[src/hw/rtl/multi_lane_led_waveform_gen_assert.svh]
// Assertion macros shared by the LED waveform generator RTL.
`ifndef MULTI_LANE_LED_WAVEFORM_GEN_ASSERT_SVH
`define MULTI_LANE_LED_WAVEFORM_GEN_ASSERT_SVH

// Same-cycle implication, disabled during reset.
`define MLWG_ASSERT_IMP(label, clk, rst, ante, cons) \
  label: assert property (@(posedge clk) disable iff (rst) (ante) |-> (cons)) \
    else $error("mlwg assertion failed");

// Next-cycle implication, disabled during reset.
`define MLWG_ASSERT_NXT(label, clk, rst, ante, cons) \
  label: assert property (@(posedge clk) disable iff (rst) (ante) |=> (cons)) \
    else $error("mlwg assertion failed");

`endif

[src/hw/rtl/mlwg_pkg.sv]
package mlwg_pkg;

  localparam int unsigned PIN_W    = 32;
  localparam int unsigned LANES    = 32;
  localparam int unsigned TICK_W   = 10;
  localparam int unsigned GUARD_W  = 16;
  localparam int unsigned CFG_IDX_W = 3;
  localparam int unsigned CFG_DAT_W = 32;

  // Pins above the lane count are never driven.
  localparam logic [PIN_W-1:0] LANE_MASK = (LANES >= PIN_W) ? {PIN_W{1'b1}} :
                                           PIN_W'((64'd1 << LANES) - 64'd1);

  localparam logic [CFG_IDX_W-1:0] REG_BIT_PERIOD = 3'd0;
  localparam logic [CFG_IDX_W-1:0] REG_ZERO_HIGH  = 3'd1;
  localparam logic [CFG_IDX_W-1:0] REG_ONE_HIGH   = 3'd2;
  localparam logic [CFG_IDX_W-1:0] REG_GUARD      = 3'd3;
  localparam logic [CFG_IDX_W-1:0] REG_LANE_EN    = 3'd4;

  localparam logic [TICK_W-1:0]  RST_BIT_PERIOD = 10'd60;
  localparam logic [TICK_W-1:0]  RST_ZERO_HIGH  = 10'd14;
  localparam logic [TICK_W-1:0]  RST_ONE_HIGH   = 10'd38;
  localparam logic [GUARD_W-1:0] RST_GUARD      = 16'd2640;
  localparam logic [PIN_W-1:0]   RST_LANE_EN    = '0;

  typedef enum logic [2:0] {
    MODE_IDLE  = 3'b001,
    MODE_SEND  = 3'b010,
    MODE_GUARD = 3'b100
  } mode_t;

  typedef struct packed {
    logic [TICK_W-1:0]  bit_period;
    logic [TICK_W-1:0]  zero_high;
    logic [TICK_W-1:0]  one_high;
    logic [GUARD_W-1:0] guard;
    logic [PIN_W-1:0]   lane_en;
  } cfg_t;

  typedef struct packed {
    logic [PIN_W-1:0] pins;
    logic             taken;
    logic             busy;
    logic             done;
    logic             under;
  } res_t;

endpackage

[src/hw/rtl/mlwg_core.sv]
module mlwg_core (
  input  logic                           clk,
  input  logic                           rst,
  input  logic                           step,
  input  mlwg_pkg::cfg_t                 cfg,
  input  logic                           word_valid,
  input  logic [mlwg_pkg::PIN_W-1:0]     bit_plane,
  input  logic                           plane_last,
  output mlwg_pkg::res_t                 res
);

  mlwg_pkg::mode_t                   mode, mode_next;
  logic [mlwg_pkg::TICK_W-1:0]       slot_tick, slot_tick_next;
  logic [mlwg_pkg::GUARD_W-1:0]      guard_count, guard_count_next;
  logic [mlwg_pkg::PIN_W-1:0]        current_plane, current_plane_next;
  logic                              current_is_last, current_is_last_next;

  logic [mlwg_pkg::PIN_W-1:0]        en;
  logic [mlwg_pkg::PIN_W-1:0]        ones;
  logic [mlwg_pkg::PIN_W-1:0]        zeros;
  logic [mlwg_pkg::TICK_W:0]         slot_inc;
  logic [mlwg_pkg::GUARD_W:0]        guard_inc;
  logic                              slot_end;
  logic                              guard_end;

  assign en        = cfg.lane_en & mlwg_pkg::LANE_MASK;
  assign ones      = (slot_tick < cfg.one_high) ? en : '0;
  assign zeros     = ((slot_tick < cfg.zero_high) && (slot_tick < cfg.one_high)) ? en : '0;
  assign slot_inc  = {1'b0, slot_tick} + {{mlwg_pkg::TICK_W{1'b0}}, 1'b1};
  assign guard_inc = {1'b0, guard_count} + {{mlwg_pkg::GUARD_W{1'b0}}, 1'b1};
  assign slot_end  = slot_inc >= {1'b0, cfg.bit_period};
  assign guard_end = guard_inc >= {1'b0, cfg.guard};

  always_comb begin
    mode_next            = mode;
    slot_tick_next       = slot_tick;
    guard_count_next     = guard_count;
    current_plane_next   = current_plane;
    current_is_last_next = current_is_last;
    res                  = '0;
    unique case (mode)
      mlwg_pkg::MODE_SEND: begin
        res.busy = 1'b1;
        res.pins = ((ones & current_plane) | (zeros & ~current_plane)) & mlwg_pkg::LANE_MASK;
        if (slot_end) begin
          if (current_is_last) begin
            mode_next        = mlwg_pkg::MODE_GUARD;
            guard_count_next = '0;
          end else if (word_valid) begin
            res.taken            = 1'b1;
            current_plane_next   = bit_plane;
            current_is_last_next = plane_last;
            slot_tick_next       = '0;
          end else begin
            res.under        = 1'b1;
            mode_next        = mlwg_pkg::MODE_GUARD;
            guard_count_next = '0;
          end
        end else begin
          slot_tick_next = slot_inc[mlwg_pkg::TICK_W-1:0];
        end
      end
      mlwg_pkg::MODE_GUARD: begin
        res.busy = 1'b1;
        if (guard_end) begin
          res.done         = 1'b1;
          mode_next        = mlwg_pkg::MODE_IDLE;
          guard_count_next = '0;
        end else begin
          guard_count_next = guard_inc[mlwg_pkg::GUARD_W-1:0];
        end
      end
      default: begin
        // idle, and any unused code, waits for the first plane
        mode_next = mlwg_pkg::MODE_IDLE;
        if (word_valid) begin
          res.taken            = 1'b1;
          current_plane_next   = bit_plane;
          current_is_last_next = plane_last;
          slot_tick_next       = '0;
          mode_next            = mlwg_pkg::MODE_SEND;
        end
      end
    endcase
  end

  always_ff @(posedge clk) begin
    if (rst) begin
      mode            <= mlwg_pkg::MODE_IDLE;
      slot_tick       <= '0;
      guard_count     <= '0;
      current_plane   <= '0;
      current_is_last <= 1'b0;
    end else if (step) begin
      mode            <= mode_next;
      slot_tick       <= slot_tick_next;
      guard_count     <= guard_count_next;
      current_plane   <= current_plane_next;
      current_is_last <= current_is_last_next;
    end
  end

endmodule

[src/hw/rtl/multi_lane_led_waveform_gen.sv]
// Parallel LED data waveform generator, one tick of line timing per transfer.
// Input channel (in_valid / in_stall): each transfer is one waveform tick and
// may offer a bit-plane word (word_valid, bit_plane, plane_last). Output
// channel (out_valid / out_stall): one result per input transfer, carrying the
// pin levels of that tick plus word_taken, busy_res, frame_done and underrun.
// Configuration (cfg_valid / cfg_ready, cfg_index, cfg_data) sets bit period,
// zero and one high times, guard time and the lane enable mask; write it only
// while the block is idle. cfg_ready is always high.
// The input register loads at the input transfer, the result register from it
// through the waveform logic when the output side is free. Throughput is one
// transfer per cycle while the receiver does not stall; the state update per
// tick is a single pass of compares and increments.
// Reset clears the line state to idle and loads the default timing and an
// empty lane mask. When the receiver stalls, the result holds, the waveform
// state freezes, and the input side stalls once its register is full.
module multi_lane_led_waveform_gen (
  input  logic                              clk,
  input  logic                              rst,
  input  logic                              in_valid,
  output logic                              in_stall,
  input  logic                              word_valid,
  input  logic [mlwg_pkg::PIN_W-1:0]        bit_plane,
  input  logic                              plane_last,
  output logic                              out_valid,
  input  logic                              out_stall,
  output logic [mlwg_pkg::PIN_W-1:0]        pin_levels,
  output logic                              word_taken,
  output logic                              busy_res,
  output logic                              frame_done,
  output logic                              underrun,
  input  logic                              cfg_valid,
  output logic                              cfg_ready,
  input  logic [mlwg_pkg::CFG_IDX_W-1:0]    cfg_index,
  input  logic [mlwg_pkg::CFG_DAT_W-1:0]    cfg_data
);

  `include "multi_lane_led_waveform_gen_assert.svh"

  mlwg_pkg::cfg_t                   cfg;
  mlwg_pkg::res_t                   res;
  logic                             in_full;
  logic                             in_word_valid;
  logic [mlwg_pkg::PIN_W-1:0]       in_plane;
  logic                             in_last;
  logic                             in_xfer;
  logic                             out_free;
  logic                             advance;

  assign cfg_ready = 1'b1;
  assign out_free  = !out_valid || !out_stall;
  assign advance   = in_full && out_free;
  assign in_stall  = in_full && !out_free;
  assign in_xfer   = in_valid && !in_stall;

  always_ff @(posedge clk) begin
    if (rst) begin
      cfg.bit_period <= mlwg_pkg::RST_BIT_PERIOD;
      cfg.zero_high  <= mlwg_pkg::RST_ZERO_HIGH;
      cfg.one_high   <= mlwg_pkg::RST_ONE_HIGH;
      cfg.guard      <= mlwg_pkg::RST_GUARD;
      cfg.lane_en    <= mlwg_pkg::RST_LANE_EN;
    end else if (cfg_valid && cfg_ready) begin
      unique case (cfg_index)
        mlwg_pkg::REG_BIT_PERIOD: cfg.bit_period <= cfg_data[mlwg_pkg::TICK_W-1:0];
        mlwg_pkg::REG_ZERO_HIGH:  cfg.zero_high  <= cfg_data[mlwg_pkg::TICK_W-1:0];
        mlwg_pkg::REG_ONE_HIGH:   cfg.one_high   <= cfg_data[mlwg_pkg::TICK_W-1:0];
        mlwg_pkg::REG_GUARD:      cfg.guard      <= cfg_data[mlwg_pkg::GUARD_W-1:0];
        mlwg_pkg::REG_LANE_EN:    cfg.lane_en    <= cfg_data[mlwg_pkg::PIN_W-1:0];
        default: ;
      endcase
    end
  end

  // Input register: hold the tick until the result register can take it.
  always_ff @(posedge clk) begin
    if (rst) begin
      in_full <= 1'b0;
    end else if (in_xfer) begin
      in_full <= 1'b1;
    end else if (advance) begin
      in_full <= 1'b0;
    end
  end

  always_ff @(posedge clk) begin
    if (in_xfer) begin
      in_word_valid <= word_valid;
      in_plane      <= bit_plane;
      in_last       <= plane_last;
    end
  end

  mlwg_core u_core (
    .clk        (clk),
    .rst        (rst),
    .step       (advance),
    .cfg        (cfg),
    .word_valid (in_word_valid),
    .bit_plane  (in_plane),
    .plane_last (in_last),
    .res        (res)
  );

  always_ff @(posedge clk) begin
    if (rst) begin
      out_valid <= 1'b0;
    end else if (advance) begin
      out_valid <= 1'b1;
    end else if (!out_stall) begin
      out_valid <= 1'b0;
    end
  end

  always_ff @(posedge clk) begin
    if (advance) begin
      pin_levels <= res.pins;
      word_taken <= res.taken;
      busy_res   <= res.busy;
      frame_done <= res.done;
      underrun   <= res.under;
    end
  end

  `MLWG_ASSERT_NXT(a_advance_fills_out, clk, rst, advance, out_valid)
  `MLWG_ASSERT_IMP(a_done_while_busy, clk, rst, out_valid && frame_done, busy_res)
  `MLWG_ASSERT_IMP(a_pins_only_busy, clk, rst, out_valid && (pin_levels != '0), busy_res)
  `MLWG_ASSERT_IMP(a_taken_not_under, clk, rst, out_valid && underrun, !word_taken)

endmodule

[config.mk]
export PLATFORM = sky130hd
export DESIGN_NAME = multi_lane_led_waveform_gen
export DESIGN_NICKNAME = d
export VERILOG_FILES = /design/src/hw/rtl/mlwg_pkg.sv /design/src/hw/rtl/mlwg_core.sv /design/src/hw/rtl/multi_lane_led_waveform_gen.sv
export VERILOG_INCLUDE_DIRS = /design/src /design/src/hw/rtl
export SDC_FILE = /design/constraint.sdc
export NUM_CORES = 1
export LEC_CHECK = 0
export ABC_AREA = 1
export ABC_CLOCK_PERIOD_IN_PS = 2700
export BUFFER_PORTS_ARGS = -buffer_cell sky130_fd_sc_hd__buf_2
export CORE_MARGIN = 3
export CORE_UTILIZATION = 53
export CTS_CLUSTER_SIZE = 40
export DETAILED_ROUTE_END_ITERATION = 6
export PLACE_DENSITY_LB_ADDON = 0.08
export SKIP_CTS_REPAIR_TIMING = 1
export SYNTH_ARGS = -nofsm -noshare
export SYNTH_HDL_FRONTEND = slang
export SYNTH_SLANG_ARGS = --single-unit
[constraint.sdc]
create_clock -name clk -period 2.7 [get_ports clk]
set_input_delay 0.27 -clock clk [delete_from_list [all_inputs] [get_ports clk]]
set_output_delay 0.27 -clock clk [all_outputs]
set_load 0.005 [all_outputs]
# Word level (Yosys, flattened, before mapping)
# Index checks and enable logic that the tools add are counted.
dict set report classes {
  n_mul 0
  mux 37
  n_reduce_logical 25
  n_shift 0
  div_mod_pow 0
  bitwise 7
  add_sub_neg 2
  eq_ne 12
  n_lt_le_gt_ge 4
}
# operator count
set op_table {}
lappend op_table {{$mux W32} 5}
lappend op_table {{$and A32 B32 Y32} 2}
lappend op_table {{$mux W16} 4}
lappend op_table {{$pmux W32 S2} 1}
lappend op_table {{$not A32 Y32} 1}
lappend op_table {{$or A32 B32 Y32} 1}
lappend op_table {{$pmux W16 S2} 1}
lappend op_table {{$mux W10} 3}
lappend op_table {{$lt A10 B10 Y1} 2}
lappend op_table {{$pmux W10 S2} 1}
lappend op_table {{$add A16 B1 Y17 const B} 1}
lappend op_table {{$ge A17 B16 Y1} 1}
lappend op_table {{$reduce_and A4 Y1} 4}
lappend op_table {{$mux W1} 14}
lappend op_table {{$mux W3} 4}
lappend op_table {{$add A10 B1 Y11 const B} 1}
lappend op_table {{$ge A11 B10 Y1} 1}
lappend op_table {{$reduce_and A2 Y1} 5}
lappend op_table {{$eq A3 B2 Y1 const B} 3}
lappend op_table {{$eq A3 B3 Y1 const B} 2}
lappend op_table {{$ne A2 B1 Y1 const B} 3}
lappend op_table {{$pmux W3 S2} 1}
lappend op_table {{$reduce_bool A2 Y1} 3}
lappend op_table {{$logic_and A1 B1 Y1} 4}
lappend op_table {{13 further kinds} 19}
dict set report totals {
  mem_count 0
  latchBits 0
  register_bits 212
  ram_bits 0
  word_cells 107
  romBits 0
  input_bits 74
  out_inout_bits 39
}

# Longest topological paths before layout
# Gate-level depths: netlist of run 1.
dict set report logic_depth {
  word_depth 7
  depth_mapped 22
  mapped_depth_nobuf 22
}

# Modules after synthesis
# From an unflattened synthesis of run 1, not the netlist that was laid out.
dict set report hier_totals {
  hier_cells 1210
  area_unflattened_um2 9902.0
}
# mod instances seq_area_each_um2 area_per_inst_um2 cells_each
set by_module_without_submodules {}
lappend by_module_without_submodules {multi_lane_led_waveform_gen 1 3703.6 5301.3 525}
lappend by_module_without_submodules {mlwg_core 1 1241.2 4600.7 685}

# Least setup slack after synthesis of run 1
# No wires, ideal clock.
dict set report synth_timing {
  kind {reg-to-reg}
  startpoint {register u_core.guard_count[0] (netlist bit)}
  endpoint {register u_core.guard_count[6] (netlist bit)}
  required_time_ns 2.586
  path_stages_with_launch 20
  setup_time_ns 0.114
  path_slack_ns 0.021
  arrival_ns 2.565
  synth_period_minus_slack_ns 2.679
  path_buffers 1
  path_cell_list {dfxtp_1 > inv_1 > nor3_1 > nand4_1 > nor3_1 > xor2_1 > inv_1 > ha_1 > nand3_1 > nor3_1 > nand2_1 > nand2_1 > nand2_1 > nand2_1 > nand2_1 > nand3_2 > inv_2 > buf_6 > a21oi_1 > nor2_1}
}
dict set report synth_via {
  elab_chain_cells 4
}
# element line_no
set synth_rtl {}
lappend synth_rtl {{start, declared} mlwg_core.sv:14} ;# logic [mlwg_pkg::GUARD_W-1:0] guard_count, guard_count_next;
lappend synth_rtl {{start signal, assigned} mlwg_core.sv:97} ;# guard_count <= guard_count_next;
lappend synth_rtl {{$add A16 B1 Y17 *} mlwg_core.sv:30} ;# assign guard_inc = {1'b0, guard_count} + {{mlwg_pkg::GUARD_W{1'b0}}, 1'b1};
lappend synth_rtl {{$ge A17 B16 Y1} mlwg_core.sv:32} ;# assign guard_end = guard_inc >= {1'b0, cfg.guard};
lappend synth_rtl {{$mux W16 *} mlwg_core.sv:65} ;# if (guard_end) begin
lappend synth_rtl {{$pmux W16 S2 *} mlwg_core.sv:41} ;# unique case (mode)
# Every way passes the cells marked *; elsewhere a longest branch is shown, timed or not.
# A chain may end at the register's enable or synchronous reset.

# Final worst setup path of run 1
dict set report layout_timing {
  startpoint {register u_core.guard_count[1] (netlist bit)}
  endpoint {register u_core.mode[2]}
}
dict set report layout_via {
  elab_chain_cells 4
}
# element line_no
set layout_rtl {}
lappend layout_rtl {{$add A16 B1 Y17} mlwg_core.sv:30}
lappend layout_rtl {{$ge A17 B16 Y1} mlwg_core.sv:32}
lappend layout_rtl {{$ne A2 B1 Y1 (no source line)} -}
lappend layout_rtl {{$reduce_and A4 Y1 (no source line)} -}
lappend layout_rtl {{end signal, assigned} mlwg_core.sv:89} ;# mode <= mlwg_pkg::MODE_IDLE;
lappend layout_rtl {{end signal, assigned} mlwg_core.sv:95} ;# mode <= mode_next;
lappend layout_rtl {{end, declared} mlwg_core.sv:12} ;# mlwg_pkg::mode_t mode, mode_next;
# No other way between the ends.

==> summary.md, run 1 <==
| Metric | Value |
|---|---|
| Status | `complete, but fails checks` |
| Failing checks | `negative hold slack, negative setup slack` |
| Remaining Overflow, GRT | `0` |
| Area Growth Syn to Fin | `37.2%` |
| Vias in the first global route | `7360` |
| R2R cell count | `21` |
| Post-layout min period | `~2.8 ns` |
| Ant diodes | `0` |
| Final hold viol count | `2` |
| Antenna violations before repair | `0` |
| Worst-margin pin slew | `0.727 ns` |
| Sequential power share | `0.455` |
| Critical Path Start | `u_core.guard_count[1]` |
| Cts bufs inserted | `23` |
| Initial DRC Count | `598` |
| CTS clock-pin slew for the worst setup and hold paths | `about 0.060 ns` |
| Final non-filler cell total | `1593` |
| CTS tree | `yes` |
| Hold Path Depth | `3` |
| Synthesized Nets | `1251` |
| Setup CP Type | `reg -> reg` |
| Average instance area after synthesis | `8.50 µm²` |
| Drt wl/cell | `16.7 µm` |
| Rows | `48` |
| Startpoint types | `register` |
| Initial core utilization | `0.548` |
| Routed vias/inst | `approximately 5.3` |
| Sequential fraction of the synthesis area | `0.514` |
| DR pass1 iterations | `5` |
| Root Buffer | `clkbuf_16` |
| Count of different cell masters after synthesis | `38` |
| P_sw | `1940 µW` |
| Met2 Routed Length | `12.3 mm` |
| Maximum clock path buffer count | `3` |
| Endpoints failing setup | `57` |
| IO Pins | `113` |
| Switching portion of total power | `0.253` |
| Synth Warn # | `0` |
| VDD IR max | `0.000660 V` |
| Relative max-transition margin | `0.512` |
| Met3 wire len | `1.83 mm` |
| Worst reg2reg startpoint | `u_core.guard_count[1]` |
| Post-DRT Antenna Nets | `0` |
| Max_cap viols | `0` |
| Worst EP required | `3.12 ns` |
| Highest Clock Rate | `360 MHz` |
| First-pass GRT wire length | `37.9 mm` |
| Min-Delay Path Class | `in -> reg` |
| EDFF count, synth | `70` |
| Placed cell count | `between 1000 and 1500` |
| Pint | `5740 µW` |
| Layout Skew | `0.00904 ns` |
| Hold path startpoint | `cfg_data[17]` |
| # H-tree levels | `1` |
| CP max FO | `3` |
| PortBufs | `111` |
| Final Wtd Congestion | `0.855` |
| Die Width | `141 µm` |
| Place WS | `-0.311 ns` |
| WHS | `-0.00484 ns` |
| Critical Path End Type | `register` |
| Setup TNS | `-1.89 ns` |
| Core area | `17500 µm²` |
| WL met1 | `11.7 mm` |
| Overall Global Routing Usage | `0.234` |
| CTS Sinks | `212` |
| Asr flop ratio synth | `0` |
| Die Ht | `141 µm` |
| Clk network pwr share | `0.416` |
| Ratio of cells with drive above 1 in the final layout | `0.301` |
| DRC | `0` |
| Top Metal Used | `met4` |
| Fin. max-slew vios | `0` |
| Tcrit/Tclk final | `1.03` |
| Hpwl dp | `16.2 mm` |
| Via count | `roughly 8500` |
| Final WL | `between 20 and 30 mm` |
| Die Area | `19800 µm²` |
| Clock Latency Late Sink | `0.52 ns` |
| Pwr dens | `582 nW/µm²` |
| Final #Nets | `1471` |
| Synth Register Bits | `212` |
| Crit path arrival time | `approximately 3.2 ns` |
| Setup ws final | `-0.0743 ns` |
| P_leak | `0.00577 µW` |
| Mapped cell area | `9610 µm²` |
| Comb power frac | `0.129` |
| RSZ-0062 raised after global routing | `true` |
| Synth Flop Type | `dfxtp_1` |
| Pin count of the biggest net entering global routing | `about 70` |
| Cells after Synth | `1131` |
## sequential cells by signal, indices dropped and copies added (netlist names), 3 cells and up
name / count
cfg: 78
in_plane: 32
pin_levels: 32
u_core.current_plane: 32
u_core.guard_count: 16
u_core.slot_tick: 10
u_core.mode: 3
## placed cells by master (no fill, tap or decap), drive strengths merged
master / synthesis / final
o21a: 3 / 3
inv: 162 / 164
nand3: 80 / 80
clkbuf: 32 / 41
nand2: 130 / 132
a211oi: 1 / 1
clkinv: 1 / 4
nand4: 8 / 8
dfxtp: 142 / 142
nor3: 16 / 16
clkinvlp: 0 / 2
o21ai: 120 / 120
o2111ai: 1 / 1
nor4: 3 / 3
or2: 2 / 2
o21bai: 1 / 1
o211ai: 11 / 11
conb: 1 / 1
nor2: 118 / 118
edfxtp: 70 / 70
a21o: 1 / 1
o211a: 1 / 1
xor2: 16 / 16
dlygate4sd3: 0 / 34
buf: 19 / 201
ha: 46 / 46
bufinv: 0 / 3
a21oi: 146 / 146
## worst paths after layout
check,slack (ns),end
min,-0.005,cfg[17]
max reg2reg,-0.07,u_core.mode[2]
max,-0.07,u_core.mode[2]
min reg2reg,0.45,u_core.current_plane[11]
## layer usage
metal | global-route usage | vias to the layer above
met3 | 0.0343 | 50
met2 | 0.370 | 309
met5 | 0 | -
li1 | - | 4213
met4 | 0.0612 | 0
met1 | 0.340 | 3932
## through the flow
step	instance area (µm²)	util	hold WS [ns]	power, µW
final	13200	0.752	-0.00484	7680
after global routing	13200	0.752	0.00425	7970
after CTS	11600	0.660	-0.0952	7480
after detailed placement	10800	0.616	0.444	4310
after global placement	10800	0.616	0.437	4290
after floorplan	9610	-	0.369	3990
## worst max-delay path, cell delays in order (launching register included)
cell     delay, ns
dfxtp_2       0.37
inv_2         0.06
nor3_2        0.18
nand4_1       0.22
nor2_2        0.20
xor2_1        0.15
inv_1         0.10
ha_4          0.28
nand2_4       0.04
inv_1         0.05
nand2_1       0.07
a21oi_2       0.15
nor2_1        0.06
nand2_1       0.07
nand2_1       0.06
nand2_1       0.08
nand2_2       0.08
nand3_4       0.14
buf_6         0.13
nand3_1       0.07
nand2_1       0.07
nor2_1        0.05
## cells in the mapped netlist (3+ instances only)
library cell / instances / area [µm²]
buf_6: 3 / 33.8
nor2_1: 117 / 439
nand2_4: 3 / 33.8
o21ai_1: 7 / 35.0
edfxtp_1: 70 / 2100
nand2_1: 126 / 473
inv_2: 6 / 22.5
nor4_1: 3 / 18.8
nor3_1: 10 / 50.1
nand3_1: 77 / 385
dfxtp_1: 142 / 2840
nand3_2: 3 / 30.0
a21oi_1: 145 / 726
o211ai_1: 11 / 82.6
ha_1: 46 / 576
inv_1: 156 / 586
buf_2: 13 / 65.1
nor3_2: 5 / 50.1
o21a_1: 3 / 22.5
xor2_1: 16 / 140
clkbuf_1: 32 / 120
nand4_1: 6 / 37.5
o21ai_0: 113 / 566
## power by group through the flow
stage / registers [µW] / clock network, µW / logic [µW]
after floorplan: 3550 / 0 / 447
after global placement: 3550 / 0 / 741
after detailed placement: 3560 / 0 / 752
after CTS: 3490 / 3230 / 756
after global routing: 3510 / 3380 / 1090
final: 3490 / 3190 / 993
## logic make-up (layout without fill, tap and decap cells)
kind of cell / Yosys count / after routing / synth area share
buf+inv: 214 / 449 / 0.0884
xor+xnor: 16 / 16 / 0.0146
fa+ha+maj: 46 / 46 / 0.0599
simple gates: 357 / 359 / 0.167
flops: 212 / 212 / 0.514
other cells: 1 / 1 / 0.000390
compound gates: 285 / 285 / 0.155
## cell type report
type                    instances  area, µm²
multi-input cells             707       4600
repair buffers                243       1950
flip-flops and latches        212       4970
well taps                     225        282
inverters                     163        629
clock buffers                  33        623
fillers                      1279       4340
clock inverters                 9        140
repair inverters                1       6.26
Power figures use the tool's default switching activity.
==> run 2: changes to the inputs <==
--- a/config.mk
+++ b/config.mk
@@ -9,6 +9,7 @@
 export ABC_AREA = 1
 export ABC_CLOCK_PERIOD_IN_PS = 2700
 export BUFFER_PORTS_ARGS = -buffer_cell sky130_fd_sc_hd__buf_2
+export CORE_ASPECT_RATIO = 0.6
 export CORE_MARGIN = 3
 export CORE_UTILIZATION = 53
 export CTS_CLUSTER_SIZE = 40
==> run 2 against run 1 <==
Against the previous run:
- the run ends with negative setup slack left
- setup slack worse by 0.12 ns
- sequential share of layout area grew 2.2 points
- sequential power about the same
- core utilization fell by 3.9 points
- cell count shrank 0.25%
- clock skew grew 0.0062 ns
- power is 5.6% lower
- largest cell class unchanged
- highest routed layer unchanged
==> summary.md, run 2 (same netlist as run 1, synthesis figures left out) <==
| Metric | Value |
|---|---|
| Overall Global Routing Usage | `0.244 (+0.00998)` |
| Final Cell Area | `12500 µm² (-5.6%)` |
| Final #Nets | `1460 (-0.75%)` |
| IO Pins | `113 (unchanged)` |
| Routed vias/inst | `5.35 (+0.18%)` |
| VDD IR max | `0.000488 V (-26%)` |
| DR pass1 iterations | `7 (+2)` |
| Die Ht | `110 µm (-22%)` |
| R2R cell count | `20 (-4.8%)` |
| Root Buffer | `clkbuf_16` |
| Clock Latency Late Sink | `0.50 ns (-0.02 ns)` |
| Via count | `8498 (-0.071%)` |
| Relative max-transition margin | `0.422 (-0.0902)` |
| Highest Clock Rate | `345 MHz (-4.2%)` |
| Maximum clock path buffer count | `3 (unchanged)` |
| Remaining Overflow, GRT | `0 (unchanged)` |
| Startpoint types | `register` |
| Final Wtd Congestion | `0.936 (+9.5%)` |
| Total Power | `7250 µW (-5.6%)` |
| Hpwl dp | `17.3 mm (+6.8%)` |
| Initial core utilization | `0.551 (+0.00263)` |
| Pin count of the biggest net entering global routing | `46 (-35%)` |
| Cts bufs inserted | `21 (-8.7%)` |
| Tcrit/Tclk final | `1.07 (+0.0454)` |
| Crit path arrival time | `3.28 ns (+0.08 ns)` |
| Post-DRT Antenna Nets | `0 (unchanged)` |
| Initial DRC Count | `783 (+31%)` |
| RSZ-0062 raised after global routing | `true` |
| P_leak | `0.00553 µW (-4.2%)` |
| Final core occ | `0.714 (-0.0385)` |
| Rows | `37 (-23%)` |
| Final WL | `27.0 mm (+1.7%)` |
| Die Area | `19800 µm² (+0.26%)` |
| Worst EP required | `3.09 ns (-0.03 ns)` |
| Max_cap viols | `0 (unchanged)` |
| Most flop-heavy register | `cfg` |
| CP max FO | `17 (+14)` |
| Pwr dens | `582 nW/µm² (about the same)` |
| Endpoints failing setup | `52 (-8.8%)` |
| Grt peak-use layer | `met1` |
| Die Width | `180 µm (+28%)` |
| Hold Path Depth | `3 (unchanged)` |
| Vias in the first global route | `7291 (-0.94%)` |
| Placed Area | `10900 µm² (+0.68%)` |
| # H-tree levels | `1 (unchanged)` |
| First-pass GRT wire length | `38.9 mm (+2.6%)` |
| Critical Path End Type | `register` |
| CTS clock-pin slew for the worst setup and hold paths | `0.07 ns (about the same)` |
| Fin. max-slew vios | `0 (unchanged)` |
| Layout Skew | `0.0153 ns (+0.00624 ns)` |
| Core area | `17500 µm² (-0.48%)` |
| Ratio of cells with drive above 1 in the final layout | `0.232 (-0.0694)` |
| DRC | `0 (unchanged)` |
| Area Growth Syn to Fin | `29.6%` |
| Commonest cells after routing, fill and taps aside | `inv_1, a21oi_1, dfxtp_1, nand2_1` |
| Min-Delay Path Class | `in -> reg` |
| M2 GR Usage | `0.364 (-0.00596)` |
| Max reg flops | `78 (unchanged)` |
| PortBufs | `111 (unchanged)` |
| CTS Sinks | `212 (unchanged)` |
| Setup ws final | `-0.197 ns (-0.123 ns)` |
| Setup CP Type | `reg -> reg` |
| Setup TNS | `-4.79 ns (-2.90 ns)` |
| Post-layout min period | `2.90 ns (+0.123 ns)` |
| Antenna violations before repair | `0 (unchanged)` |
| Failing checks | `negative setup slack` |
| Met1 usage | `0.381 (+0.0406)` |
| Worst-margin pin slew | `0.865 ns (+0.138 ns)` |
| Status | `complete, but fails checks` |
| CTS tree | `yes` |
| Ant diodes | `0 (unchanged)` |
| Final hold viol count | `0 (-2)` |
| M3 GR Usage | `0.0403 (+0.00607)` |
| Most common cell after layout, fill and taps aside | `inv_1` |
| Drt wl/cell | `17.0 µm (+1.9%)` |
run 2: changes by cell type in the layout (fill, tap and decap cells not counted), sizes merged:
cell,previous run,this run
nand2,132,130
buf,201,198
bufinv,3,1
nand4,8,10
clkbuf,41,33
run 2: where the power goes:
group / switching (µW) / internal (µW)
Sequential: 56.6 / 3430
Clock: 1250 / 1630
Combinational: 553 / 341
run 2: layer usage:
metal / wire length, µm / share of wire
met2: 11600 / 0.43
met4: 374 / 0.014
met5: 0 / 0
met1: 12700 / 0.47
met3: 2380 / 0.088
run 2: final timing paths:
| path | from | endpoint | slack (ns) |
|---|---|---|---|
| worst min register to register | u_core.current_plane[4] | u_core.current_plane[4] | 0.45 |
| worst min-delay path | cfg_data[11] | cfg[43] | 0.03 |
| worst max register to register | u_core.guard_count[1] | u_core.guard_count[8] | -0.20 |
| worst max-delay path | u_core.guard_count[1] | u_core.guard_count[8] | -0.20 |
run 2: critical path, stage by stage (launching register included):
cell and delay [ns]:
dfxtp_4 0.37, inv_2 0.05, nor3_2 0.16, buf_4 0.15
nand4_1 0.17, nor3_2 0.23, xor2_1 0.17, inv_1 0.10
ha_4 0.28, nand3_4 0.07, buf_6 0.12, a21oi_2 0.11
nor2_2 0.07, nand2_1 0.07, nand2_1 0.05, nand2_1 0.08
nand2_2 0.09, nand3_4 0.12, inv_8 0.08, a21oi_1 0.17
nor2_1 0.06
run 2: layout make-up:
class	instances	area, µm²
tap	234	293
fill	1327	4990
sequential	212	4960
clock buffer	30	589
inverter	163	622
timing repair buffer	235	1720
multi-input combinational	707	4200
clock inverter	8	75.1
run 2: metrics by stage:
stage,setup slack (ns),cells,hold slack [ns]
floorplan,0.0214,1131,0.369
global placement,-0.288,1504,0.437
detailed placement,-0.392,1504,0.445
CTS,-0.418,1542,-0.0716
global route,-0.417,1589,0.0380
finish,-0.197,1589,0.0251
